[src/hw/rtl/elc_pkg.sv]
// Shared types, constants and floor-mask helpers for the elevator LOOK controller.
`timescale 1ns / 1ps

package elc_pkg;

   localparam int FLOORS = 8;
   localparam int FLOOR_W = 3;
   localparam int MASK_W = 8;
   localparam int TICK_W = 16;
   localparam logic [TICK_W-1:0] TICK_MAX = {TICK_W{1'b1}};
   localparam logic [TICK_W-1:0] TRAVEL_RESET = 16'd1000;
   localparam logic [TICK_W-1:0] SERVICE_RESET = 16'd1000;

   localparam logic CSR_TRAVEL = 1'b0;
   localparam logic CSR_SERVICE = 1'b1;

   localparam logic KIND_TICK = 1'b0;
   localparam logic KIND_REQUEST = 1'b1;

   typedef enum logic [1:0] {
      HD_IDLE = 2'd0,
      HD_UP   = 2'd1,
      HD_DOWN = 2'd2
   } heading_type;

   typedef enum logic [1:0] {
      PH_IDLE      = 2'd0,
      PH_MOVING    = 2'd1,
      PH_STOPPING  = 2'd2,
      PH_SERVICING = 2'd3
   } phase_type;

   typedef struct packed {
      logic [MASK_W-1:0]  mask;
      logic [FLOOR_W-1:0] floor;
      heading_type        heading;
      phase_type          phase;
      logic               door;
      logic [TICK_W-1:0]  elapsed;
      logic               travel_wait;
      logic               service_wait;
   } car_state_type;

   function automatic logic any_above(input logic [MASK_W-1:0] mask,
                                      input logic [FLOOR_W-1:0] floor);
      logic hit;
      hit = 1'b0;
      for (int i = 0; i < FLOORS; i++) begin
         if (i > int'(floor) && mask[i]) hit = 1'b1;
      end
      return hit;
   endfunction

   function automatic logic any_below(input logic [MASK_W-1:0] mask,
                                      input logic [FLOOR_W-1:0] floor);
      logic hit;
      hit = 1'b0;
      for (int i = 0; i < FLOORS; i++) begin
         if (i < int'(floor) && mask[i]) hit = 1'b1;
      end
      return hit;
   endfunction

endpackage

[src/hw/rtl/elc_step.sv]
// Next-state logic for one controller item: request capture or one tick step.
`timescale 1ns / 1ps

module elc_step
   import elc_pkg::*;
(
   input  logic                cur_kind,
   input  logic [FLOOR_W-1:0]  cur_floor,
   input  logic [TICK_W-1:0]   travel_ticks,
   input  logic [TICK_W-1:0]   service_ticks,
   input  car_state_type       state_cur,
   output car_state_type       state_nxt,
   output logic                floor_changed
);

   logic [MASK_W-1:0] cleared_mask;

   always_comb begin
      cleared_mask = state_cur.mask & ~(MASK_W'(1) << state_cur.floor);
   end

   always_comb begin
      state_nxt = state_cur;
      floor_changed = 1'b0;
      if (cur_kind == KIND_REQUEST) begin
         if (int'(cur_floor) < FLOORS) begin
            state_nxt.mask = state_cur.mask | (MASK_W'(1) << cur_floor);
         end
      end else begin
         if (state_cur.elapsed != TICK_MAX) begin
            state_nxt.elapsed = state_cur.elapsed + TICK_W'(1);
         end
         case (state_cur.phase)
            PH_IDLE: begin
               if (state_cur.mask != '0) begin
                  if (state_cur.mask[state_cur.floor]) begin
                     state_nxt.phase = PH_STOPPING;
                  end else if (any_above(state_cur.mask, state_cur.floor)) begin
                     state_nxt.heading = HD_UP;
                     state_nxt.phase = PH_MOVING;
                  end else if (any_below(state_cur.mask, state_cur.floor)) begin
                     state_nxt.heading = HD_DOWN;
                     state_nxt.phase = PH_MOVING;
                  end
               end else begin
                  if (state_cur.floor == '0) begin
                     state_nxt.heading = HD_IDLE;
                  end else begin
                     state_nxt.mask = state_cur.mask | MASK_W'(1);
                  end
                  state_nxt.phase = PH_IDLE;
               end
            end
            PH_MOVING: begin
               if (state_cur.mask[state_cur.floor]) begin
                  state_nxt.phase = PH_STOPPING;
                  state_nxt.travel_wait = 1'b0;
               end else if (!state_cur.travel_wait) begin
                  state_nxt.elapsed = '0;
                  state_nxt.travel_wait = 1'b1;
               end else if (state_nxt.elapsed >= travel_ticks) begin
                  if (state_cur.heading == HD_UP &&
                      int'(state_cur.floor) < FLOORS - 1) begin
                     state_nxt.floor = state_cur.floor + FLOOR_W'(1);
                     floor_changed = 1'b1;
                  end else if (state_cur.heading == HD_DOWN && state_cur.floor != '0) begin
                     state_nxt.floor = state_cur.floor - FLOOR_W'(1);
                     floor_changed = 1'b1;
                  end
                  state_nxt.travel_wait = 1'b0;
               end
            end
            PH_STOPPING: begin
               state_nxt.door = 1'b1;
               state_nxt.phase = PH_SERVICING;
            end
            default: begin
               if (!state_cur.service_wait) begin
                  state_nxt.elapsed = '0;
                  state_nxt.service_wait = 1'b1;
               end else if (state_nxt.elapsed >= service_ticks) begin
                  state_nxt.service_wait = 1'b0;
                  state_nxt.mask = cleared_mask;
                  state_nxt.door = 1'b0;
                  state_nxt.phase = PH_MOVING;
                  case (state_cur.heading)
                     HD_UP: begin
                        if (any_above(cleared_mask, state_cur.floor)) begin
                           state_nxt.heading = HD_UP;
                        end else if (any_below(cleared_mask, state_cur.floor)) begin
                           state_nxt.heading = HD_DOWN;
                        end else begin
                           state_nxt.phase = PH_IDLE;
                        end
                     end
                     HD_DOWN: begin
                        if (any_below(cleared_mask, state_cur.floor)) begin
                           state_nxt.heading = HD_DOWN;
                        end else if (any_above(cleared_mask, state_cur.floor)) begin
                           state_nxt.heading = HD_UP;
                        end else begin
                           state_nxt.phase = PH_IDLE;
                        end
                     end
                     default: begin
                        if (any_above(cleared_mask, state_cur.floor)) begin
                           state_nxt.heading = HD_UP;
                        end else if (any_below(cleared_mask, state_cur.floor)) begin
                           state_nxt.heading = HD_DOWN;
                        end else begin
                           state_nxt.phase = PH_IDLE;
                        end
                     end
                  endcase
                  if (state_nxt.phase == PH_IDLE) begin
                     if (state_cur.floor == '0) begin
                        state_nxt.heading = HD_IDLE;
                     end else begin
                        state_nxt.mask = cleared_mask | MASK_W'(1);
                     end
                  end
               end
            end
         endcase
      end
   end

endmodule

[src/hw/rtl/elevator_look_controller_top.sv]
// Top level of the elevator LOOK controller: input register, car state and result register.
//
//   channel | direction | handshake          | payload
//   req     | in        | req_valid/req_stall | req_kind, req_floor
//   rsp     | out       | rsp_valid/rsp_stall | floor_now, heading, phase, door_open,
//           |           |                     | pending, floor_changed
//   csr     | in        | csr_write           | csr_index, csr_data
//
// One transfer per cycle in each direction while neither side stalls; an item's result is
// valid once the item has passed the input register and then the result register.
// Synchronous reset clears the car state, both valids and reloads both tick registers.
// A stalled result holds; the input register still takes one transfer behind it.
`timescale 1ns / 1ps

module elevator_look_controller_top
   import elc_pkg::*;
(
   input  logic                clock,
   input  logic                reset,
   input  logic                req_valid,
   output logic                req_stall,
   input  logic                req_kind,
   input  logic [FLOOR_W-1:0]  req_floor,
   output logic                rsp_valid,
   input  logic                rsp_stall,
   output logic [FLOOR_W-1:0]  rsp_floor_now,
   output logic [1:0]          rsp_heading,
   output logic [1:0]          rsp_phase,
   output logic                rsp_door_open,
   output logic [MASK_W-1:0]   rsp_pending,
   output logic                rsp_floor_changed,
   input  logic                csr_write,
   input  logic                csr_index,
   input  logic [TICK_W-1:0]   csr_data
);

   logic               in_valid_ff;
   logic               in_kind_ff;
   logic [FLOOR_W-1:0] in_floor_ff;
   logic               out_valid_ff;
   logic [FLOOR_W-1:0] out_floor_ff;
   logic [1:0]         out_heading_ff;
   logic [1:0]         out_phase_ff;
   logic               out_door_ff;
   logic [MASK_W-1:0]  out_pending_ff;
   logic               out_changed_ff;
   logic [TICK_W-1:0]  travel_ff;
   logic [TICK_W-1:0]  service_ff;
   car_state_type      car_ff;
   car_state_type      car_in;
   logic               changed_in;
   logic               advance;
   logic               step;

   assign advance = !out_valid_ff || !rsp_stall;
   assign step = in_valid_ff && advance;
   assign req_stall = in_valid_ff && !advance;

   elc_step u_step (
      .cur_kind      (in_kind_ff),
      .cur_floor     (in_floor_ff),
      .travel_ticks  (travel_ff),
      .service_ticks (service_ff),
      .state_cur     (car_ff),
      .state_nxt     (car_in),
      .floor_changed (changed_in)
   );

   always_ff @(posedge clock) begin
      if (reset) begin
         in_valid_ff <= 1'b0;
         out_valid_ff <= 1'b0;
         travel_ff <= TRAVEL_RESET;
         service_ff <= SERVICE_RESET;
         car_ff <= '{mask: '0, floor: '0, heading: HD_IDLE, phase: PH_IDLE, door: 1'b0,
                     elapsed: '0, travel_wait: 1'b0, service_wait: 1'b0};
      end else begin
         if (csr_write) begin
            if (csr_index == CSR_TRAVEL) begin
               travel_ff <= csr_data;
            end else begin
               service_ff <= csr_data;
            end
         end
         if (!req_stall) begin
            in_valid_ff <= req_valid;
         end
         if (advance) begin
            out_valid_ff <= in_valid_ff;
         end
         if (step) begin
            car_ff <= car_in;
         end
      end
   end

   always_ff @(posedge clock) begin
      if (!req_stall && req_valid) begin
         in_kind_ff <= req_kind;
         in_floor_ff <= req_floor;
      end
      if (step) begin
         out_floor_ff <= car_in.floor;
         out_heading_ff <= car_in.heading;
         out_phase_ff <= car_in.phase;
         out_door_ff <= car_in.door;
         out_pending_ff <= car_in.mask;
         out_changed_ff <= changed_in;
      end
   end

   assign rsp_valid = out_valid_ff;
   assign rsp_floor_now = out_floor_ff;
   assign rsp_heading = out_heading_ff;
   assign rsp_phase = out_phase_ff;
   assign rsp_door_open = out_door_ff;
   assign rsp_pending = out_pending_ff;
   assign rsp_floor_changed = out_changed_ff;

endmodule

[config.mk]
export PLATFORM = sky130hd
export DESIGN_NAME = elevator_look_controller_top
export DESIGN_NICKNAME = d
export VERILOG_FILES = /design/src/hw/rtl/elc_pkg.sv /design/src/hw/rtl/elc_step.sv /design/src/hw/rtl/elevator_look_controller_top.sv
export SDC_FILE = /design/constraint.sdc
export NUM_CORES = 1
export LEC_CHECK = 0
export BUFFER_PORTS_ARGS = -buffer_cell sky130_fd_sc_hd__buf_4
export CORE_MARGIN = 8
export CORE_UTILIZATION = 32
export DETAILED_ROUTE_END_ITERATION = 8
export GPL_TIMING_DRIVEN = 0
export PLACE_DENSITY = 0.46
export SYNTH_ARGS = -nofsm -noshare
export SYNTH_HDL_FRONTEND = slang
export SYNTH_SLANG_ARGS = --single-unit
[constraint.sdc]
create_clock -name clock -period 11.55 [get_ports clock]
set_input_delay 1.155 -clock clock [delete_from_list [all_inputs] [get_ports clock]]
set_output_delay 1.155 -clock clock [all_outputs]
set_load 0.05 [all_outputs]
==> results.yml, run 1 <==
route:
  wl_per_cell_um: 17.7
  detail_route.iter0.violations: 378
  post_drt_via_cell_ratio: 5.39
  routed-via-count: 5158
  drc_errors: 0
  ant_nets: 0
  detail_route.wirelength_um: 17000
  first_pass_iters: 5
logic_synthesis:
  number_of_synthesized_register_bits: 89
  synth_seq_area_share_pct: 35.9
  mappedNetlistArea_um2: 5540
  avgSynthCellArea_um2: 8.25
  yosysWarnings: 0
  synthDistinctLibCells: 76
  synth_nets: 742
  ys_async_sr_fraction_pct: 0
  synth_ff_type: "sky130_fd_sc_hd__dfxtp_1"
  synth-edff-count: 21
  synth_cells: 672
final_layout:
  final_common_cell: "sky130_fd_sc_hd__nand2_1"
  multi_input_comb_area_um2: 3220
  layout-area-overhead-vs-synth_pct: 15.9
  layout_common_cells: "sky130_fd_sc_hd__nand2_1, sky130_fd_sc_hd__dfxtp_1, sky130_fd_sc_hd__a21oi_1"
  final-seq-area_um2: 1990
  num_antenna_cells: 0
  drive_gt1_share_pct: 11.2
  final_net_count: 797
  layout.filler_cells: 1766
timing:
  setup_total_negative_slack_ps: 0
  fin_worst_hold_slack_ps: 458
  finalCritPeriodShare_pct: 40.2
  report.final.setup_viol: 0
  final_period_minus_worst_setup_slack_ps: 4640
  drv_slew: 0
  setup_repair_after_global_routing_missed_its_margin: "false"
  maximum_achievable_frequency_mhz: 215
  finalClockSkew_ps: 12.0
  worstMarginPinSlew_ps: 1020
  report.final.hold_viol_count: 0
  max_slew_margin_pct: 31.2
floorplanning:
  floorplan_core_area_um2: 17100
  ios: 45
  dieHeight_um: 148
  die_width_um: 148
  floorplan.die_area_um2: 21800
  std_cell_rows: 48
  floorplan.initialDensity_pct: 32.4
setup_path:
  crit_type: "reg2reg"
  worst-endpoint-required_ps: 11650
  setup.worst_path.start_class: "register"
  crit_arrival_ps: 4740
  critPathMaxFanout: 10
  endpoint_kind: "register"
cts:
  clkSinkCount: 89
  tritoncts: "done"
  cts_buffers: 9
  postCtsSetupBuffers: 0
  clk-insertion-delay-late_ps: 350
  clkSlewWorstSetupHoldPaths_ps: 70
  clk_root_buffer_cell: "sky130_fd_sc_hd__clkbuf_16"
  post_cts.resized_instances: 0
  ctsLongestPathBuffers: 2
  post_cts_hold_buffer_count: 0
  h_tree_level_count: 3
global_routing:
  gr-total-overflow: 0
  grtUsageTotal_pct: 15.7
  grt_max_degree: 21
  grt_pass1_wl_um: 27300
  antenna_found_initial: 0
  via_count_of_the_first_global_routing_pass: 4981
placed_design:
  gp_congestion: 0.891
  dpl.hpwl_um: 12800
  portBuffers: 44
flow_run:
  maxCapViolations: 0
status:
  outcome: "finished clean"
power_and_ir_drop:
  peakVddDrop_uv: 66.6
  power.density_cell_area_nw_per_um2: 118
  leakage_nw: 2.58
hold_path:
  hold_path.class: "reg2reg"
[stage by stage]
stage	instance area (um2)	utilization [%]	setup WS [ps]	cells	power, mW
after global placement	6150	36.0	7030	941	0.482
after detailed placement	6150	36.0	7050	941	0.483
after floorplan	5540	-	7920	672	0.439
final	6420	37.5	6910	957	0.757
after CTS	6420	37.5	7010	957	0.762
after global routing	6420	37.5	6710	957	0.790
[where the power goes]
group | switching (mW) | internal, mW | leakage [nW] | total, mW
logic | 0.0838 | 0.0481 | 1.69 | 0.132
registers | 0.0126 | 0.333 | 0.760 | 0.346
clock network | 0.132 | 0.147 | 0.127 | 0.279
total | 0.229 | 0.528 | 2.58 | 0.757
[cell type report]
type	instances	area share [%]
Buffer	29	2.04
Timing Repair Buffer	44	5.14
Clock buffer	10	3.56
Sequential cell	89	31.0
Clock inverter	6	0.643
Tap cell	225	4.38
Inverter	52	3.04
Multi-Input combinational cell	502	50.2
[critical path: stages (launching register included)]
cell and delay [ps]:
sky130_fd_sc_hd__dfxtp_1 460, sky130_fd_sc_hd__ha_1 290, sky130_fd_sc_hd__nand3_1 190, sky130_fd_sc_hd__or3_1 490, sky130_fd_sc_hd__buf_2 230, sky130_fd_sc_hd__nand3_1 170
sky130_fd_sc_hd__xnor2_1 180, sky130_fd_sc_hd__ha_1 360, sky130_fd_sc_hd__o2111ai_1 130, sky130_fd_sc_hd__a311oi_1 290, sky130_fd_sc_hd__or2_2 170, sky130_fd_sc_hd__o211ai_1 280
sky130_fd_sc_hd__nor3_1 750, sky130_fd_sc_hd__a21oi_1 160, sky130_fd_sc_hd__o22a_1 250
[sequential cells by signal (all words and copies together), names as in the netlist, 2 cells and up]
| signal | flops |
|---|---|
| in_floor_ff | 3 |
| travel_ff | 16 |
| rsp_pending | 8 |
| service_ff | 16 |
| rsp_heading | 2 |
| car_ff | 34 |
| rsp_floor_now | 3 |
| rsp_phase | 2 |
[final timing paths]
| check | cells after the start | slack, ps | from | endpoint |
|---|---|---|---|---|
| max | 14 | 6910 | car_ff[2] | rsp_pending[4] |
| min | 2 | 460 | travel_ff[4] | travel_ff[4] |
| max reg2reg | 14 | 6910 | car_ff[2] | rsp_pending[4] |
| min reg2reg | 2 | 460 | travel_ff[4] | travel_ff[4] |
[cells by family (layout without fill, tap and decap cells)]
| group | count (synthesis) | after routing | synth area share [%] |
|---|---|---|---|
| DFF | 89 | 89 | 35.9 |
| AOI/OAI and AO/OA | 194 | 194 | 23.9 |
| buffers and inverters | 81 | 141 | 5.89 |
| muxes | 6 | 6 | 1.17 |
| and+or+nand+nor | 244 | 244 | 21.0 |
| adders and majority gates | 44 | 44 | 9.93 |
| xor gates and xnor gates | 14 | 14 | 2.21 |
[synthesized netlist by cell type (3+ instances only)]
| master | count | area (um2) |
|---|---|---|
| sky130_fd_sc_hd__o2111ai_1 | 5 | 43.8 |
| sky130_fd_sc_hd__edfxtp_1 | 21 | 631 |
| sky130_fd_sc_hd__a21oi_1 | 64 | 320 |
| sky130_fd_sc_hd__nor3_1 | 13 | 65.1 |
| sky130_fd_sc_hd__nor3b_1 | 4 | 30.0 |
| sky130_fd_sc_hd__mux2_2 | 4 | 45.0 |
| sky130_fd_sc_hd__a211oi_1 | 3 | 22.5 |
| sky130_fd_sc_hd__nand4_1 | 8 | 50.1 |
| sky130_fd_sc_hd__xnor2_1 | 11 | 96.3 |
| sky130_fd_sc_hd__buf_1 | 3 | 11.3 |
| sky130_fd_sc_hd__o21ai_0 | 18 | 90.1 |
| sky130_fd_sc_hd__nand3b_1 | 8 | 60.1 |
| sky130_fd_sc_hd__a31oi_1 | 23 | 144 |
| sky130_fd_sc_hd__a21boi_0 | 3 | 22.5 |
| sky130_fd_sc_hd__nand3_1 | 14 | 70.1 |
| sky130_fd_sc_hd__o211ai_1 | 4 | 30.0 |
| sky130_fd_sc_hd__xor2_1 | 3 | 26.3 |
| sky130_fd_sc_hd__inv_1 | 51 | 191 |
| sky130_fd_sc_hd__a22oi_1 | 9 | 67.6 |
| sky130_fd_sc_hd__nand2b_1 | 6 | 37.5 |
| sky130_fd_sc_hd__and3_1 | 6 | 37.5 |
| sky130_fd_sc_hd__o22a_1 | 3 | 26.3 |
| sky130_fd_sc_hd__clkbuf_1 | 20 | 75.1 |
| sky130_fd_sc_hd__o221ai_1 | 3 | 26.3 |
| sky130_fd_sc_hd__a211o_1 | 7 | 61.3 |
| sky130_fd_sc_hd__nand2_1 | 95 | 357 |
| sky130_fd_sc_hd__nor2b_1 | 10 | 62.6 |
| sky130_fd_sc_hd__ha_1 | 44 | 551 |
| sky130_fd_sc_hd__o21a_1 | 5 | 37.5 |
| sky130_fd_sc_hd__or3_1 | 4 | 25.0 |
| sky130_fd_sc_hd__and2_1 | 3 | 18.8 |
| sky130_fd_sc_hd__a21o_1 | 5 | 37.5 |
| sky130_fd_sc_hd__a311oi_1 | 8 | 70.1 |
| sky130_fd_sc_hd__nor2_1 | 61 | 229 |
| sky130_fd_sc_hd__dfxtp_1 | 68 | 1360 |
[metal layers]
| layer | part of all wire (%) | up-vias | track usage, % | wire, um |
|---|---|---|---|---|
| met5 | 0 | - | 0 | 0 |
| met4 | 2.4 | 0 | 5.51 | 411 |
| met3 | 6.4 | 27 | 2.54 | 1080 |
| met2 | 43 | 166 | 23.9 | 7220 |
| met1 | 49 | 2430 | 22.0 | 8250 |
| li1 | - | 2535 | - | - |
Power figures use the tool's default switching activity.
==> run 2: changes to the inputs <==
- ABC_AREA: default -> 1
- PLACE_DENSITY: 0.46 -> 0.48
- clock period: 11.55 -> 4 ns (I/O delays scaled with it)
==> results.yml, run 2 <==
status:
  outcome: "finished clean"
floorplanning:
  die_width_um: 150
  std_cell_rows: 49
  ios: 45
  dieHeight_um: 150
  floorplan.die_area_um2: 22400
  floorplan.initialDensity_pct: 32.2
  floorplan_core_area_um2: 17700
route:
  wl_per_cell_um: 14.5
  met1Wirelength_um: 8240
  drc_errors: 0
  top_signal_layer_used: "met4"
  detail_route.iter0.violations: 276
  routed-wl-met2_um: 6720
  met3_routed_wl_um: 562
  post_drt_via_cell_ratio: 4.72
  detail_route.wirelength_um: 15800
  first_pass_iters: 5
  routed-via-count: 5141
  ant_nets: 0
timing:
  finalClockSkew_ps: 9.80
  report.final.hold_viol_count: 0
  report.final.setup_viol: 0
  setup_repair_after_global_routing_missed_its_margin: "false"
  drv_slew: 0
  finalCritPeriodShare_pct: 90.1
  final_period_minus_worst_setup_slack_ps: 3600
  worstMarginPinSlew_ps: 862
  maximum_achievable_frequency_mhz: 278
  max_slew_margin_pct: 42.1
  setup_total_negative_slack_ps: 0
  setup_slack_ps: 398
logic_synthesis:
  ys_async_sr_fraction_pct: 0
  area_leader_netlist: "sky130_fd_sc_hd__dfxtp_1"
  synth_cells: 798
  synthDistinctLibCells: 46
  number_of_synthesized_register_bits: 89
  synth_ff_type: "sky130_fd_sc_hd__dfxtp_1"
  synth-edff-count: 21
  yosysWarnings: 0
  top_cells_by_area_synth: "sky130_fd_sc_hd__dfxtp_1, sky130_fd_sc_hd__nand2_1, sky130_fd_sc_hd__edfxtp_1"
  synth_nets: 868
  synth-xor-area-share_pct: 1.53
  yosys.area_share.adder_pct: 9.65
  synth_seq_area_share_pct: 34.9
  avgSynthCellArea_um2: 7.15
  yosysMostFrequentCell: "sky130_fd_sc_hd__nand2_1"
  synth-simple-area-share_pct: 27.4
  synth_top_family_by_area: "simple AND/OR/NAND/NOR gates"
  muxShareOfSynthArea_pct: 0
  synth_common_cells: "sky130_fd_sc_hd__nand2_1, sky130_fd_sc_hd__inv_1, sky130_fd_sc_hd__dfxtp_1"
  mappedNetlistArea_um2: 5710
  synth_compound_area_share_pct: 16.6
  synth_top_cell_area_share_pct: 23.9
final_layout:
  drive_gt1_share_pct: 15.0
  final_common_cell: "sky130_fd_sc_hd__nand2_1"
  multi_input_comb_area_um2: 3200
  num_antenna_cells: 0
  final-seq-area_um2: 1990
  final_net_count: 925
  biggest_regs: "car_ff (34), service_ff (16), travel_ff (16)"
  largest_register_ff_count: 34
  layout.filler_cells: 1937
  layout_common_cells: "sky130_fd_sc_hd__nand2_1, sky130_fd_sc_hd__inv_1, sky130_fd_sc_hd__dfxtp_1"
  layout-area-overhead-vs-synth_pct: 16.9
  register_with_the_highest_flop_count: "car_ff"
setup_path:
  crit_type: "reg2reg"
  critPathSlowestCell: "sky130_fd_sc_hd__dfxtp_1"
  critical_path_buf_inv_count: 2
  worst-endpoint-required_ps: 4080
  path_delay_family: "simple AND/OR/NAND/NOR gates"
  critPathMaxFanout: 10
  endpoint_kind: "register"
  setup.worst_path.start_class: "register"
  crit_arrival_ps: 3690
  path_cells: "ha_1 > nand2_1 > nand3b_1 > nor2_4 > nand3_4 > clkinv_2 > nor3_2 > nand2_1 > xnor2_1 > ha_1 > nand2_1 > nand2_1 > nand2_1 > a21oi_1 > nor2_1 > nand3_2 > nand2_4 > clkinv_2 > nand2_1 > nand3_1 > nand2_1 > o21ai_1"
  critPathMaxStageDelay_ps: 350
  critical_path.most_common_cell: "sky130_fd_sc_hd__nand2_1"
placed_design:
  portBuffers: 44
  dpl.hpwl_um: 12200
  placement.setup.worst_slack_ps: -195
  gp_congestion: 0.875
power_and_ir_drop:
  power.density_cell_area_nw_per_um2: 342
  peakVddDrop_uv: 217
  leakage_nw: 3.07
cts:
  post_cts_hold_buffer_count: 0
  ctsLongestPathBuffers: 2
  clkSinkCount: 89
  cts_buffers: 9
  h_tree_level_count: 3
  clk-insertion-delay-late_ps: 350
  clkSlewWorstSetupHoldPaths_ps: 60
  clk_root_buffer_cell: "sky130_fd_sc_hd__clkbuf_16"
  tritoncts: "done"
global_routing:
  grt_max_degree: 27
  grtUsageTotal_pct: 14.6
  grt_pass1_wl_um: 25900
  gr-total-overflow: 0
  via_count_of_the_first_global_routing_pass: 4856
  antenna_found_initial: 0
hold_path:
  hold_path.class: "in2reg"
flow_run:
  maxCapViolations: 0
-- run 2: metal layers --
| metal | vias to the layer above | track usage [%] |
|---|---|---|
| li1 | 2725 | - |
| met1 | 2317 | 20.9 |
| met2 | 83 | 21.6 |
| met3 | 16 | 2.03 |
| met4 | 0 | 5.65 |
| met5 | - | 0 |
-- run 2: path summary, 6_finish.rpt --
path	startpoint	end	depth (start not counted)	slack [ps]
worst max register to register	car_ff[2]	rsp_heading[0]	22	400
worst min register to register	travel_ff[11]	travel_ff[11]	2	460
worst max-delay path	car_ff[2]	rsp_heading[0]	22	400
worst min-delay path	req_floor[2]	in_floor_ff[2]	1	230
-- run 2: through the flow --
stage | hold WS, ps | total power [mW] | area [um2] | utilization [%] | std cells
5_1_grt | 222 | 2.39 | 6670 | 37.7 | 1089
2_1_floorplan | 435 | 1.32 | 5710 | - | 798
4_1_cts | 219 | 2.31 | 6620 | 37.3 | 1087
3_3_place_gp | 452 | 1.46 | 6320 | 35.7 | 1071
3_5_place_dp | 457 | 1.45 | 6320 | 35.7 | 1071
6_report | 230 | 2.28 | 6670 | 37.7 | 1089
-- run 2: what timing repair did --
| item | 4_1_cts | 5_1_grt |
|---|---|---|
| pin swaps | 0 | 1 |
| gates cloned | 0 | 0 |
| setup endpoints to repair | 11 | 20 |
| setup buffers | 0 | 2 |
| resized for setup | 2 | 8 |
-- run 2: area by class of cell --
class                           count  share of cell area (%)
Timing Repair Buffer               46                    5.17
Multi-Input combinational cell    567                    47.9
Clock buffer                       15                    4.18
Sequential cell                    89                    29.8
Tap cell                          229                    4.29
Buffer                             25                    1.78
Inverter                          117                    6.69
Clock inverter                      1                   0.131
-- run 2: cell families after synthesis --
family,Yosys count
AND/OR/NAND/NOR,351
flip-flops,89
adder cells (fa/ha/maj),44
AO/OA/AOI/OAI,162
buffers and inverters,142
XOR/XNOR,10
-- run 2: worst register-to-register path, stage by stage, from the launching register on --
cell and delay, ps:
sky130_fd_sc_hd__dfxtp_1 350, sky130_fd_sc_hd__ha_1 230, sky130_fd_sc_hd__nand2_1 90, sky130_fd_sc_hd__nand3b_1 190, sky130_fd_sc_hd__nor2_4 90, sky130_fd_sc_hd__nand3_4 120
sky130_fd_sc_hd__clkinv_2 110, sky130_fd_sc_hd__nor3_2 240, sky130_fd_sc_hd__nand2_1 110, sky130_fd_sc_hd__xnor2_1 290, sky130_fd_sc_hd__ha_1 310, sky130_fd_sc_hd__nand2_1 70
sky130_fd_sc_hd__nand2_1 50, sky130_fd_sc_hd__nand2_1 60, sky130_fd_sc_hd__a21oi_1 50, sky130_fd_sc_hd__nor2_1 120, sky130_fd_sc_hd__nand3_2 160, sky130_fd_sc_hd__nand2_4 140
sky130_fd_sc_hd__clkinv_2 180, sky130_fd_sc_hd__nand2_1 120, sky130_fd_sc_hd__nand3_1 60, sky130_fd_sc_hd__nand2_1 140, sky130_fd_sc_hd__o21ai_1 70
-- run 2: where the power goes --
group,leakage [nW],switching (mW),total [mW],internal [mW]
Clock,0.139,0.365,0.844,0.479
Combinational,2.18,0.293,0.431,0.138
Sequential,0.759,0.0307,1.00,0.973
Total,3.07,0.689,2.28,1.59
==> run 3: changes to the inputs <==
- CORE_ASPECT_RATIO: default -> 2
==> results.yml, run 3 (same netlist as run 2, synthesis figures left out) <==
route:
  post_drt_via_cell_ratio: 4.80
  drc_errors: 0
  wl_per_cell_um: 14.3
  first_pass_iters: 5
  routed-via-count: 5137
  ant_nets: 0
  detail_route.wirelength_um: 15400
  detail_route.iter0.violations: 267
setup_path:
  crit_cells: 20
  worst_flop_to_flop_path_endpoint: "rsp_heading[0]"
  endpoint_kind: "register"
  reg2reg_from: "car_ff[2]"
  r2r.worst_path.cells: 20
  path_delay_family: "simple AND/OR/NAND/NOR gates"
  start_point_of_the_critical_path: "car_ff[2]"
  timing.reg2reg.setup_slack_ps: 350
  setup.worst_path.start_class: "register"
  crit_type: "reg2reg"
  crit_arrival_ps: 3750
  critPathMaxStageDelay_ps: 350
  critPathMaxFanout: 10
  critical_path_buf_inv_count: 2
  critPathSlowestCell: "sky130_fd_sc_hd__dfxtp_1"
  worst-endpoint-required_ps: 4100
  endpoint: "rsp_heading[0]"
  critical_path.most_common_cell: "sky130_fd_sc_hd__nand2_1"
  path_cells: "ha_1 > nand2_1 > nand3b_1 > nor2_4 > nand3_4 > clkinv_2 > nor3_2 > nand2_1 > xnor2_2 > ha_1 > a21oi_1 > a21oi_1 > nor2_1 > nand3_2 > nand2_4 > clkinv_2 > nand2_1 > nand3_1 > nand2_1 > o21ai_1"
timing:
  setup_repair_after_global_routing_missed_its_margin: "false"
  report.final.hold_viol_count: 0
  drv_slew: 0
  finalCritPeriodShare_pct: 91.3
  worstMarginPinSlew_ps: 839
  max_slew_margin_pct: 43.7
  finalClockSkew_ps: 7.76
  report.final.setup_viol: 0
  maximum_achievable_frequency_mhz: 274
  final_period_minus_worst_setup_slack_ps: 3650
final_layout:
  layout_common_cells: "sky130_fd_sc_hd__nand2_1, sky130_fd_sc_hd__inv_1, sky130_fd_sc_hd__dfxtp_1"
  final_net_count: 923
  final_common_cell: "sky130_fd_sc_hd__nand2_1"
  biggest_regs: "car_ff (34), service_ff (16), travel_ff (16)"
  drive_gt1_share_pct: 15.3
  num_antenna_cells: 0
  final_util_pct: 37.7
  post_layout_nonfiller_instances: 1071
  largest_register_ff_count: 34
  layout-area-overhead-vs-synth_pct: 16.3
  register_with_the_highest_flop_count: "car_ff"
placed_design:
  place.detailed.instances: 1055
  dpl.hpwl_um: 11800
  gp_congestion: 0.862
  portBuffers: 44
cts:
  post_cts_hold_buffer_count: 0
  h_tree_level_count: 3
  clkSinkCount: 89
  postCtsSetupBuffers: 0
  clkSlewWorstSetupHoldPaths_ps: 70
  clk_root_buffer_cell: "sky130_fd_sc_hd__clkbuf_16"
  clk-insertion-delay-late_ps: 360
  tritoncts: "done"
  cts_buffers: 9
  ctsLongestPathBuffers: 2
global_routing:
  grt_max_degree: 27
  gr-total-overflow: 0
  antenna_found_initial: 0
  grt_pass1_wl_um: 25400
  via_count_of_the_first_global_routing_pass: 4974
  grtUsageTotal_pct: 13.8
flow_run:
  maxCapViolations: 0
floorplanning:
  floorplan.initialDensity_pct: 32.4
  floorplan.die_area_um2: 22600
  floorplan_core_area_um2: 17600
  std_cell_rows: 69
  dieHeight_um: 205
  ios: 45
  die_width_um: 110
power_and_ir_drop:
  peakVddDrop_uv: 211
  power.density_cell_area_nw_per_um2: 340
  leakage_nw: 3.06
hold_path:
  hold_path.class: "in2reg"
status:
  outcome: "finished clean"
## run 3: cell count changes in the layout (fill, tap and decap cells not counted), sizes merged
cell      before  now
clkbuf        33   27
inv          114  117
clkinv         4    6
buf           53   51
clkinvlp       0    1
## run 3: power breakdown
group	total [mW]	internal, mW	switching [mW]
registers	1.00	0.972	0.0299
clock network	0.828	0.428	0.400
logic	0.426	0.138	0.288
## run 3: worst min path at each step
stage | startpoint | end | slack (ps) | cells past startpoint
after floorplan | service_ff[10] | service_ff[10] | 440 | 2
after global placement | service_ff[11] | service_ff[11] | 460 | 2
after detailed placement | service_ff[11] | service_ff[11] | 450 | 2
after CTS | req_floor[1] | in_floor_ff[1] | 200 | 1
after global routing | req_floor[1] | in_floor_ff[1] | 200 | 1
final | req_floor[1] | in_floor_ff[1] | 210 | 1
## run 3: final cells by class
type                       count  area [um2]
clock inverter                 7        53.8
clock buffer                   9         225
multi-input combinational    567        3200
fill                        1918       11000
tap                          213         267
timing repair buffer          44         330
buffer                        25         119
sequential                    89        1990
inverter                     117         447
## run 3: layer usage
layer / part of all wire, % / global-route usage, % / vias to the layer above
met2: 47 / 22.5 / 92
li1: - / - / 2719
met4: 1.9 / 5.34 / 0
met3: 3.1 / 2.29 / 17
met1: 48 / 17.6 / 2309
met5: 0 / 0 / -
## run 3: stage by stage
stage | TNS (ps) | setup slack [ps] | total power, mW | area [um2] | hold slack, ps
2_1_floorplan | 0 | 870 | 1.32 | 5710 | 435
3_3_place_gp | -99.8 | -99.8 | 1.45 | 6300 | 462
3_5_place_dp | -63.4 | -63.4 | 1.45 | 6300 | 454
4_1_cts | 0 | 68.8 | 2.29 | 6590 | 198
5_1_grt | 0 | 52.1 | 2.38 | 6640 | 201
6_report | 0 | 348 | 2.26 | 6640 | 215
## run 3: what timing repair did
item	CTS	global route
pin swaps	0	1
setup endpoints to repair	1	20
resized for setup	1	10
gates cloned	0	0
